<file path="config.mk">
export PLATFORM = sky130hd
export DESIGN_NAME = io_range_decoder
export DESIGN_NICKNAME = d
export VERILOG_FILES = /design/src/rtl/ird_pkg.sv /design/src/rtl/io_range_decoder.sv /design/src/rtl/ird_ram.sv /design/src/rtl/ird_ctrl.sv /design/src/rtl/ird_datapath.sv
export SDC_FILE = /design/constraint.sdc
export NUM_CORES = 2
export LEC_CHECK = 0
export BUFFER_PORTS_ARGS = -buffer_cell sky130_fd_sc_hd__buf_2
export CAP_MARGIN = 10
export CORE_AREA = 2 2 531 480
export CTS_BUF_LIST = sky130_fd_sc_hd__clkbuf_8
export CTS_CLUSTER_DIAMETER = 120
export DETAILED_ROUTE_END_ITERATION = 10
export DIE_AREA = 0 0 533 482
export PLACE_DENSITY = 0.83
export SETUP_SLACK_MARGIN = 0.3
export SKIP_CTS_REPAIR_TIMING = 1
export SLEW_MARGIN = 20
export SYNTH_ARGS = -nofsm -noshare
export SYNTH_HDL_FRONTEND = slang
export SYNTH_SLANG_ARGS = --single-unit
</file>
<file path="constraint.sdc">
create_clock -name clk -period 7.3 [get_ports clk]
set_clock_uncertainty 0.05 [all_clocks]
set_input_delay 1.46 -clock clk [delete_from_list [all_inputs] [get_ports clk]]
set_output_delay 1.46 -clock clk [all_outputs]
set_load 0.03 [all_outputs]
</file>
<file path="src/rtl/ird_pkg.sv">
// shared types and constants for the io range decoder
// used by ird_ctrl, ird_datapath and io_range_decoder; no dependencies
package ird_pkg;

    localparam int ADDR_W  = 64;
    localparam int LEN_W   = 32;
    localparam int OWNER_W = 8;
    localparam int SIZE_W  = 4;
    localparam int STAT_W  = 3;
    localparam int FILL_W  = 8;

    // one table entry as stored in ram: {owner, length, base}
    localparam int ENTRY_W = ADDR_W + LEN_W + OWNER_W;

    // input word: tdata = {pad, access_size, wr_flag, owner_id, range_length, address}
    localparam int IN_DATA_W  = 112;
    localparam int IN_USER_W  = 3;
    // output word: tdata = {pad, fill_length, fill_byte, fill_data, offset, hit_owner}
    localparam int OUT_DATA_W = 88;
    localparam int OUT_USER_W = 3;

    localparam logic [1:0] REQ_ACCESS   = 2'd0;
    localparam logic [1:0] REQ_REGISTER = 2'd1;
    localparam logic [1:0] REQ_REMOVE   = 2'd2;

    localparam logic [STAT_W-1:0] STATUS_OK        = 3'd0;
    localparam logic [STAT_W-1:0] STATUS_OVERLAP   = 3'd1;
    localparam logic [STAT_W-1:0] STATUS_FULL      = 3'd2;
    localparam logic [STAT_W-1:0] STATUS_UNHANDLED = 3'd3;
    localparam logic [STAT_W-1:0] STATUS_NOT_FOUND = 3'd4;

    localparam logic [FILL_W-1:0] FILL_PORT = 8'hFF;
    localparam logic [FILL_W-1:0] FILL_MEM  = 8'h00;
    localparam logic [SIZE_W-1:0] MAX_FILL  = 4'd8;

    typedef enum logic [1:0] {
        ST_IDLE,
        ST_READ,
        ST_CHECK,
        ST_FINISH
    } ird_state_t;

    typedef struct packed {
        logic capture;
        logic check;
        logic finish;
    } ird_cmd_t;

    typedef struct packed {
        logic stop;
        logic last;
        logic out_busy;
    } ird_stat_t;

endpackage

</file>
<file path="src/rtl/io_range_decoder.sv">
// top level of the io range decoder: stream ports, controller and datapath
// depends on ird_pkg, ird_ctrl, ird_datapath
//
// Keeps two tables of ENTRIES_PER_SPACE address ranges, one for port space
// and one for memory space, each entry a base, a length and an owner. A
// request registers a range, removes one, or looks up an access and returns
// the owner and offset, or on a miss how to fill the data. Entries live in
// a single ram that is scanned one entry at a time (address, then compare):
// a lookup or remove stops at its first match, a register request visits
// all ENTRIES_PER_SPACE entries of its space, and an unused request type
// visits one. A finished result waits in an output register while the next
// word is accepted; the finish step of an item is held for as long as the
// previous result is still waiting there.
module io_range_decoder
    import ird_pkg::*;
#(
    parameter int ENTRIES_PER_SPACE = 16
) (
    input  logic                  clk,
    input  logic                  rst_n,
    input  logic                  s_axis_tvalid,
    output logic                  s_axis_tready,
    // address, range_length, owner_id, wr_flag, access_size, zero pad
    input  logic [IN_DATA_W-1:0]  s_axis_tdata,
    // req_type, space
    input  logic [IN_USER_W-1:0]  s_axis_tuser,
    output logic                  m_axis_tvalid,
    input  logic                  m_axis_tready,
    // hit_owner, offset, fill_data, fill_byte, fill_length, zero pad
    output logic [OUT_DATA_W-1:0] m_axis_tdata,
    // status
    output logic [OUT_USER_W-1:0] m_axis_tuser
);

    ird_cmd_t  cmd;
    ird_stat_t st;

    ird_ctrl u_ctrl (
        .clk      (clk),
        .rst_n    (rst_n),
        .in_valid (s_axis_tvalid),
        .in_ready (s_axis_tready),
        .st       (st),
        .cmd      (cmd)
    );

    ird_datapath #(
        .ENTRIES_PER_SPACE (ENTRIES_PER_SPACE)
    ) u_datapath (
        .clk       (clk),
        .rst_n     (rst_n),
        .cmd       (cmd),
        .st        (st),
        .in_data   (s_axis_tdata),
        .in_user   (s_axis_tuser),
        .out_valid (m_axis_tvalid),
        .out_ready (m_axis_tready),
        .out_data  (m_axis_tdata),
        .out_user  (m_axis_tuser)
    );

endmodule

</file>
<file path="src/rtl/ird_ram.sv">
// generic single write port, single read port ram with registered read
// no dependencies
module ird_ram #(
    parameter int WIDTH = 8,
    parameter int DEPTH = 16
) (
    input  logic                     clk,
    input  logic                     we,
    input  logic [$clog2(DEPTH)-1:0] waddr,
    input  logic [WIDTH-1:0]         wdata,
    input  logic [$clog2(DEPTH)-1:0] raddr,
    output logic [WIDTH-1:0]         rdata
);

    logic [WIDTH-1:0] mem [DEPTH];
    logic [WIDTH-1:0] rdata_reg;

    always_ff @(posedge clk)
    begin
        if (we)
        begin
            mem[waddr] <= wdata;
        end
        rdata_reg <= mem[raddr];
    end

    assign rdata = rdata_reg;

endmodule

</file>
<file path="src/rtl/ird_ctrl.sv">
// sequencer for the range decoder: accept, scan entries, emit result
// depends on ird_pkg
module ird_ctrl
    import ird_pkg::*;
(
    input  logic      clk,
    input  logic      rst_n,
    input  logic      in_valid,
    output logic      in_ready,
    input  ird_stat_t st,
    output ird_cmd_t  cmd
);

    ird_state_t state_reg;
    ird_state_t state_next;

    always_ff @(posedge clk or negedge rst_n)
    begin
        if (!rst_n)
        begin
            state_reg <= ST_IDLE;
        end
        else
        begin
            state_reg <= state_next;
        end
    end

    always_comb
    begin
        state_next  = state_reg;
        cmd         = '0;
        in_ready    = 1'b0;
        case (state_reg)
            ST_IDLE:
            begin
                in_ready = 1'b1;
                if (in_valid)
                begin
                    cmd.capture = 1'b1;
                    state_next  = ST_READ;
                end
            end
            ST_READ:
            begin
                state_next = ST_CHECK;
            end
            ST_CHECK:
            begin
                cmd.check = 1'b1;
                if (st.stop || st.last)
                begin
                    state_next = ST_FINISH;
                end
                else
                begin
                    state_next = ST_READ;
                end
            end
            ST_FINISH:
            begin
                if (!st.out_busy)
                begin
                    cmd.finish = 1'b1;
                    state_next = ST_IDLE;
                end
            end
            default:
            begin
                state_next = ST_IDLE;
            end
        endcase
    end

    // scan never runs past the last entry of a table
    a_scan_ends: assert property (@(posedge clk) disable iff (!rst_n)
        (state_reg == ST_CHECK && (st.stop || st.last)) |=> state_reg == ST_FINISH)
        else $error("scan continued past its end");

endmodule

</file>
<file path="src/rtl/ird_datapath.sv">
// request registers, range table ram, valid bits, range compare and output register
// depends on ird_pkg and ird_ram
module ird_datapath
    import ird_pkg::*;
#(
    parameter int ENTRIES_PER_SPACE = 16
) (
    input  logic                  clk,
    input  logic                  rst_n,
    input  ird_cmd_t              cmd,
    output ird_stat_t             st,
    input  logic [IN_DATA_W-1:0]  in_data,
    input  logic [IN_USER_W-1:0]  in_user,
    output logic                  out_valid,
    input  logic                  out_ready,
    output logic [OUT_DATA_W-1:0] out_data,
    output logic [OUT_USER_W-1:0] out_user
);

    localparam int IDX_W  = (ENTRIES_PER_SPACE > 1) ? $clog2(ENTRIES_PER_SPACE) : 1;
    localparam int SLOTS  = 2 * ENTRIES_PER_SPACE;
    localparam int SLOT_W = $clog2(SLOTS);
    localparam logic [IDX_W-1:0]  LAST_IDX   = IDX_W'(ENTRIES_PER_SPACE - 1);
    localparam logic [SLOT_W-1:0] MEM_OFFSET = SLOT_W'(ENTRIES_PER_SPACE);

    // captured request
    logic [1:0]         req_reg;
    logic               space_reg;
    logic [ADDR_W-1:0]  addr_reg;
    logic [LEN_W-1:0]   len_reg;
    logic [OWNER_W-1:0] owner_reg;
    logic               wr_reg;
    logic [SIZE_W-1:0]  size_reg;

    // scan state
    logic [IDX_W-1:0]   idx_reg;
    logic               found_reg;
    logic               clash_reg;
    logic               free_found_reg;
    logic [IDX_W-1:0]   free_idx_reg;
    logic [OWNER_W-1:0] hit_owner_reg;
    logic [ADDR_W-1:0]  offset_reg;
    logic [SLOTS-1:0]   valid_reg;

    // output register
    logic               out_valid_reg;
    logic [STAT_W-1:0]  out_status_reg;
    logic [OWNER_W-1:0] out_owner_reg;
    logic [ADDR_W-1:0]  out_offset_reg;
    logic               out_fill_reg;
    logic [FILL_W-1:0]  out_fbyte_reg;
    logic [SIZE_W-1:0]  out_flen_reg;

    logic [SLOT_W-1:0]  space_base;
    logic [SLOT_W-1:0]  cur_slot;
    logic [SLOT_W-1:0]  free_slot;
    logic [ENTRY_W-1:0] rdata;
    logic [ADDR_W-1:0]  e_base;
    logic [LEN_W-1:0]   e_len;
    logic [OWNER_W-1:0] e_owner;
    logic               e_valid;
    logic [ADDR_W:0]    d_addr;
    logic [ADDR_W:0]    d_base;
    logic               addr_in_entry;
    logic               base_in_new;
    logic               acc_hit;
    logic               rm_match;
    logic               clash_now;
    logic               ram_we;
    logic               stop_now;

    logic [STAT_W-1:0]  res_status;
    logic [OWNER_W-1:0] res_owner;
    logic [ADDR_W-1:0]  res_offset;
    logic               res_fill;
    logic [FILL_W-1:0]  res_fbyte;
    logic [SIZE_W-1:0]  res_flen;

    // port table in the low slots, memory table above it
    assign space_base = space_reg ? MEM_OFFSET : '0;
    assign cur_slot   = space_base + SLOT_W'(idx_reg);
    assign free_slot  = space_base + SLOT_W'(free_idx_reg);

    assign ram_we = cmd.finish && (req_reg == REQ_REGISTER) && !clash_reg && free_found_reg;

    ird_ram #(
        .WIDTH (ENTRY_W),
        .DEPTH (SLOTS)
    ) u_table (
        .clk   (clk),
        .we    (ram_we),
        .waddr (free_slot),
        .wdata ({owner_reg, len_reg, addr_reg}),
        .raddr (cur_slot),
        .rdata (rdata)
    );

    assign e_base  = rdata[ADDR_W-1:0];
    assign e_len   = rdata[ADDR_W+LEN_W-1:ADDR_W];
    assign e_owner = rdata[ENTRY_W-1:ADDR_W+LEN_W];
    assign e_valid = valid_reg[cur_slot];

    // borrow bit says the minuend was below the subtrahend
    assign d_addr = {1'b0, addr_reg} - {1'b0, e_base};
    assign d_base = {1'b0, e_base} - {1'b0, addr_reg};

    assign addr_in_entry = !d_addr[ADDR_W] && (d_addr[ADDR_W-1:0] < {32'b0, e_len});
    assign base_in_new   = !d_base[ADDR_W] && (d_base[ADDR_W-1:0] < {32'b0, len_reg});

    assign acc_hit   = e_valid && addr_in_entry;
    assign rm_match  = e_valid && (e_owner == owner_reg) && (e_base == addr_reg);
    assign clash_now = e_valid && (e_len != '0) && (len_reg != '0)
                       && (addr_in_entry || base_in_new);

    always_comb
    begin
        case (req_reg)
            REQ_ACCESS:   stop_now = acc_hit;
            REQ_REGISTER: stop_now = 1'b0;
            REQ_REMOVE:   stop_now = rm_match;
            default:      stop_now = 1'b1;
        endcase
    end
    assign st.stop     = stop_now;
    assign st.last     = (idx_reg == LAST_IDX);
    assign st.out_busy = out_valid_reg && !out_ready;

    always_ff @(posedge clk)
    begin
        if (cmd.capture)
        begin
            req_reg   <= in_user[1:0];
            space_reg <= in_user[2];
            addr_reg  <= in_data[63:0];
            len_reg   <= in_data[95:64];
            owner_reg <= in_data[103:96];
            wr_reg    <= in_data[104];
            size_reg  <= in_data[108:105];
        end
    end

    always_ff @(posedge clk or negedge rst_n)
    begin
        if (!rst_n)
        begin
            idx_reg        <= '0;
            found_reg      <= 1'b0;
            clash_reg      <= 1'b0;
            free_found_reg <= 1'b0;
            free_idx_reg   <= '0;
            hit_owner_reg  <= '0;
            offset_reg     <= '0;
            valid_reg      <= '0;
        end
        else
        begin
            if (cmd.capture)
            begin
                idx_reg        <= '0;
                found_reg      <= 1'b0;
                clash_reg      <= 1'b0;
                free_found_reg <= 1'b0;
            end
            else if (cmd.check)
            begin
                idx_reg <= idx_reg + IDX_W'(1);
                case (req_reg)
                    REQ_ACCESS:
                    begin
                        if (acc_hit)
                        begin
                            found_reg     <= 1'b1;
                            hit_owner_reg <= e_owner;
                            offset_reg    <= d_addr[ADDR_W-1:0];
                        end
                    end
                    REQ_REGISTER:
                    begin
                        if (clash_now)
                        begin
                            clash_reg <= 1'b1;
                        end
                        if (!e_valid && !free_found_reg)
                        begin
                            free_found_reg <= 1'b1;
                            free_idx_reg   <= idx_reg;
                        end
                    end
                    REQ_REMOVE:
                    begin
                        if (rm_match)
                        begin
                            found_reg           <= 1'b1;
                            valid_reg[cur_slot] <= 1'b0;
                        end
                    end
                    default:
                    begin
                    end
                endcase
            end
            if (ram_we)
            begin
                valid_reg[free_slot] <= 1'b1;
            end
        end
    end

    always_comb
    begin
        res_status = STATUS_OK;
        res_owner  = '0;
        res_offset = '0;
        res_fill   = 1'b0;
        res_fbyte  = '0;
        res_flen   = '0;
        case (req_reg)
            REQ_ACCESS:
            begin
                if (found_reg)
                begin
                    res_owner  = hit_owner_reg;
                    res_offset = offset_reg;
                end
                else
                begin
                    res_status = STATUS_UNHANDLED;
                    // port space fills always, memory space only on reads
                    res_fill   = !space_reg || !wr_reg;
                    res_fbyte  = space_reg ? FILL_MEM : FILL_PORT;
                    if (res_fill)
                    begin
                        res_flen = (size_reg > MAX_FILL) ? MAX_FILL : size_reg;
                    end
                end
            end
            REQ_REGISTER:
            begin
                if (clash_reg)
                begin
                    res_status = STATUS_OVERLAP;
                end
                else if (!free_found_reg)
                begin
                    res_status = STATUS_FULL;
                end
            end
            REQ_REMOVE:
            begin
                res_status = found_reg ? STATUS_OK : STATUS_NOT_FOUND;
            end
            default:
            begin
            end
        endcase
    end

    always_ff @(posedge clk or negedge rst_n)
    begin
        if (!rst_n)
        begin
            out_valid_reg <= 1'b0;
        end
        else if (cmd.finish)
        begin
            out_valid_reg <= 1'b1;
        end
        else if (out_ready)
        begin
            out_valid_reg <= 1'b0;
        end
    end

    always_ff @(posedge clk)
    begin
        if (cmd.finish)
        begin
            out_status_reg <= res_status;
            out_owner_reg  <= res_owner;
            out_offset_reg <= res_offset;
            out_fill_reg   <= res_fill;
            out_fbyte_reg  <= res_fbyte;
            out_flen_reg   <= res_flen;
        end
    end

    assign out_valid = out_valid_reg;
    assign out_user  = out_status_reg;
    assign out_data  = {3'b000, out_flen_reg, out_fbyte_reg, out_fill_reg,
                        out_offset_reg, out_owner_reg};

    // a result never lands on a word that is still waiting
    a_no_overwrite: assert property (@(posedge clk) disable iff (!rst_n)
        cmd.finish |-> (!out_valid_reg || out_ready))
        else $error("output word overwritten");

    // a new range only goes into a free slot
    a_write_free: assert property (@(posedge clk) disable iff (!rst_n)
        ram_we |-> !valid_reg[free_slot])
        else $error("range written over a live entry");

    // a matched remove frees its slot
    a_remove_clears: assert property (@(posedge clk) disable iff (!rst_n)
        (cmd.check && (req_reg == REQ_REMOVE) && rm_match) |=> !valid_reg[$past(cur_slot)])
        else $error("removed entry still valid");

    a_flags_exclusive: assert property (@(posedge clk) disable iff (!rst_n)
        !(found_reg && clash_reg))
        else $error("hit and overlap flagged together");

endmodule

</file>
==> metrics.txt <==
overflow left after global routing=0; main combinational cell family by area after synthesis=multiplexers; total CTS buffers=568; cell area after layout=165000 sq um; Antenna Nets Post-Route=0; PD cells=359 nW/um^2; post-synthesis share of cell area spent on full adders, half adders and majority gates=1.67%; number of pins exceeding their max-slew limit in the final report=0; pin slew with the least headroom to its limit=1.21 ns; count of flip-flops with a built-in enable after synthesis=3521; area grow syn2layout=11.6%; ratio of cells with drive above 1 in the final layout=24.6%; crit path cell chain=ha_1 -> nand3b_1 -> nand2_1 -> a31oi_2 -> o21ai_0 -> a31oi_1 -> o21bai_1 -> xor2_1 -> ha_1 -> and4_1 -> a221oi_1 -> o21ai_0 -> a21oi_1 -> mux2i_1 -> nor4_1 -> nand4_1 -> and4b_1 -> nand4_1 -> buf_12 -> mux2_1; via count of the first global-routing pass=around 81000; top-level I/O count=212; logic depth of the worst setup path including buffers=20; Final Setup Violations=0; post-synthesis xor/xnor area fraction=0.558%; Critical R2R Capture=u_datapath.offset_reg[13]; Compound-Gate Fraction of Synth Area=4.93%; simple-gate area share of the yosys netlist=2.89%; Avg Vias per Cell=slightly below 7; final layout net count=8403; final routed wirelength across all metal layers=422000 um; overall track demand over capacity in global routing=between 30% and 40%; Hold Crit Class=input pin to async pin; number of H-tree levels=6; CTS sink cnt=3743; shortest period the worst path allows=6.71 ns; min setup slack post-route=approximately 0.6 ns; Worst Setup Slack post-DPL=0.564 ns; number of remaining DRC errors=0; # Max-Cap Violations=0; largest cells by area after synthesis=sky130_fd_sc_hd__edfxtp_1 72%, sky130_fd_sc_hd__mux4_2 13%, sky130_fd_sc_hd__a22oi_1 2.2%; GRT met3 Usage=approximately 8.3%; status=completed; number of antenna violations at the first check in global routing=18; horizontal die dimension=533 um; Max Freq=between 100 and 150 MHz; standby leakage power=54.0 nW; wire length of the first global-routing pass=about 590000 um; initial standard-cell utilization of the core=approximately 60%; Setup crit start kind=flip-flop; Max-slew headroom=18.9%; routability cong.=0.988; core outline area=252000 sq um; cell at the root of the clock tree=sky130_fd_sc_hd__clkbuf_8; met2 Track Usage GR=49.9%; pin count of the biggest net entering global routing=119; start-to-end type of the worst setup path=flip-flop to flip-flop; Largest stage delay, worst path=0.58 ns; buffers plus inverters on the worst setup path=1; CP top delay family=compound AO/OA/AOI/OAI gates; busiest metal layer after global routing=met2; number of instances in the synthesized netlist=7440; RSZ-0062 raised after global routing=no; maximum vdd ir drop=283 uV; top fanout value on the critical path=74; count of unique library cells instantiated by Yosys=93; most numerous cell types in the synthesized netlist=3521 x sky130_fd_sc_hd__edfxtp_1, 836 x sky130_fd_sc_hd__mux4_2, 425 x sky130_fd_sc_hd__a22oi_1; synthesized area per cell=19.8 sq um; CTS tree=yes; height of the die=~480 um; share of synthesized area occupied by flip-flops and latches=about 75%; arrival time of the worst setup path=7.59 ns; data required time of the worst path=8.18 ns; total standard cell area after synthesis=148000 sq um; final-layout worst hold slack=between 0.3 and 0.4 ns; Final Cycle Share=91.9%; Yosys top cell area share=71.6%; router iterations before antenna repair=8; global routing met1 resource utilization=45.5%; R2R Path Start=u_datapath.addr_reg[2]; fraction of synthesis flops using an asynchronous set or reset pin=3.15%; Max clock buf depth=4; Worst R2R Path Depth=20; Vias=82300; synthesis warning total=0; internal reg-to-reg setup slack=0.59 ns; sum of net half-perimeters after detailed placement=238000 um; predominant post-synthesis flop cell=sky130_fd_sc_hd__edfxtp_1; Clk pin slew, worst setup/hold paths=0.07 ns; final setup TNS=0 ns; most common cell in the netlist=sky130_fd_sc_hd__edfxtp_1; number of design-rule violations left by the first detailed-router iteration=13700; #FFs+latches synth=approximately 3700; std cell rows=175; post-place instance area=154000 sq um; leading area contributor after synthesis=sky130_fd_sc_hd__edfxtp_1; Port Buf Inserts=205; hold violation count in the final report=0; Routed WL per cell=between 30 and 40 um; sort of element at the end of the critical path=flip-flop; max reg flops=3328; Total Die Area=257000 sq um; multiplexer fraction of the synthesized cell area=about an eighth; source-to-sink clock delay at the later pin of the worst-skew pair=1.06 ns; cell type of the slowest stage on the worst timing path=sky130_fd_sc_hd__ha_1; post-route total power=59.1 mW
==> how the worst max path moves through the flow <==
| stage | from | endpoint | slack [ns] |
|---|---|---|---|
| 6_report | u_datapath.addr_reg[2] | u_datapath.offset_reg[13] | 0.59 |
| 5_1_grt | u_datapath.addr_reg[2] | u_datapath.clash_reg | 0.36 |
| 4_1_cts | u_datapath.u_table.rdata[4] | u_datapath.offset_reg[13] | 0.51 |
| 3_5_place_dp | u_datapath.addr_reg[4] | u_datapath.offset_reg[14] | 0.56 |
| 3_3_place_gp | u_datapath.addr_reg[4] | u_datapath.offset_reg[11] | 0.65 |
| 2_1_floorplan | m_axis_tready | u_datapath.u_table.mem[28][0] | -0.26 |
==> where the power goes <==
group	internal (mW)	switching, mW
clock	7.98	8.09
combinational	6.68	10.7
sequential	24.8	0.846
==> layer usage <==
metal  routed length [um]  vias up
met1               151000    42000
met3                56400     1079
met5                   78        -
li1                     -    32200
met4                18800       12
met2               196000     6994
==> cell type report <==
type                       instances  area (sq um)
antenna                           11          27.5
clock buffer                     605          8330
clock inverter                   411          2120
fill                           15400         87000
inverter                         219           830
multi-input combinational       3093         34700
sequential                      3743        111000
tap                             3363          4210
timing repair buffer             463          3630
==> cells in the final DEF, fill, tap and decap left out, types with 29 or more instances in the layout <==
cell type	Yosys	layout
sky130_fd_sc_hd__nand4_1	169	169
sky130_fd_sc_hd__dfrtp_1	118	116
sky130_fd_sc_hd__nand2_1	147	147
sky130_fd_sc_hd__inv_1	219	433
sky130_fd_sc_hd__clkinv_1	0	97
sky130_fd_sc_hd__and2_1	115	115
sky130_fd_sc_hd__xor2_1	47	47
sky130_fd_sc_hd__buf_2	44	204
sky130_fd_sc_hd__ha_1	194	194
sky130_fd_sc_hd__edfxtp_1	3521	3521
sky130_fd_sc_hd__buf_12	0	47
sky130_fd_sc_hd__nor2_1	158	124
sky130_fd_sc_hd__nor4_1	34	34
sky130_fd_sc_hd__clkbuf_8	0	605
sky130_fd_sc_hd__dfxtp_1	104	104
sky130_fd_sc_hd__clkinv_2	0	43
sky130_fd_sc_hd__o21ai_0	215	214
sky130_fd_sc_hd__mux4_2	836	836
sky130_fd_sc_hd__nor2_4	0	33
sky130_fd_sc_hd__a21oi_1	224	224
sky130_fd_sc_hd__buf_4	15	201
sky130_fd_sc_hd__a21o_1	31	31
sky130_fd_sc_hd__nand3_1	36	36
sky130_fd_sc_hd__xnor2_1	47	47
sky130_fd_sc_hd__a22oi_1	425	425
sky130_fd_sc_hd__mux2_1	29	29
==> cell families (layout without fill, tap and decap cells) <==
logic type                 after synthesis  after routing
and+or+nand+nor                        794            794
AOI/OAI and AO/OA                     1103           1103
other                                    1             14
xor gates and xnor gates                94             94
DFF                                   3743           3743
muxes                                  903            903
buffers and inverters                  606           1698
adders and majority gates              196            196
==> stage by stage <==
stage | utilization, % | instances
floorplan | - | 7442
global placement | 61.2 | 10900
detailed placement | 61.2 | 10900
CTS | 65.4 | 11900
global route | 65.4 | 11900
finish | 65.4 | 11900
(Power assumes the default switching activity.)
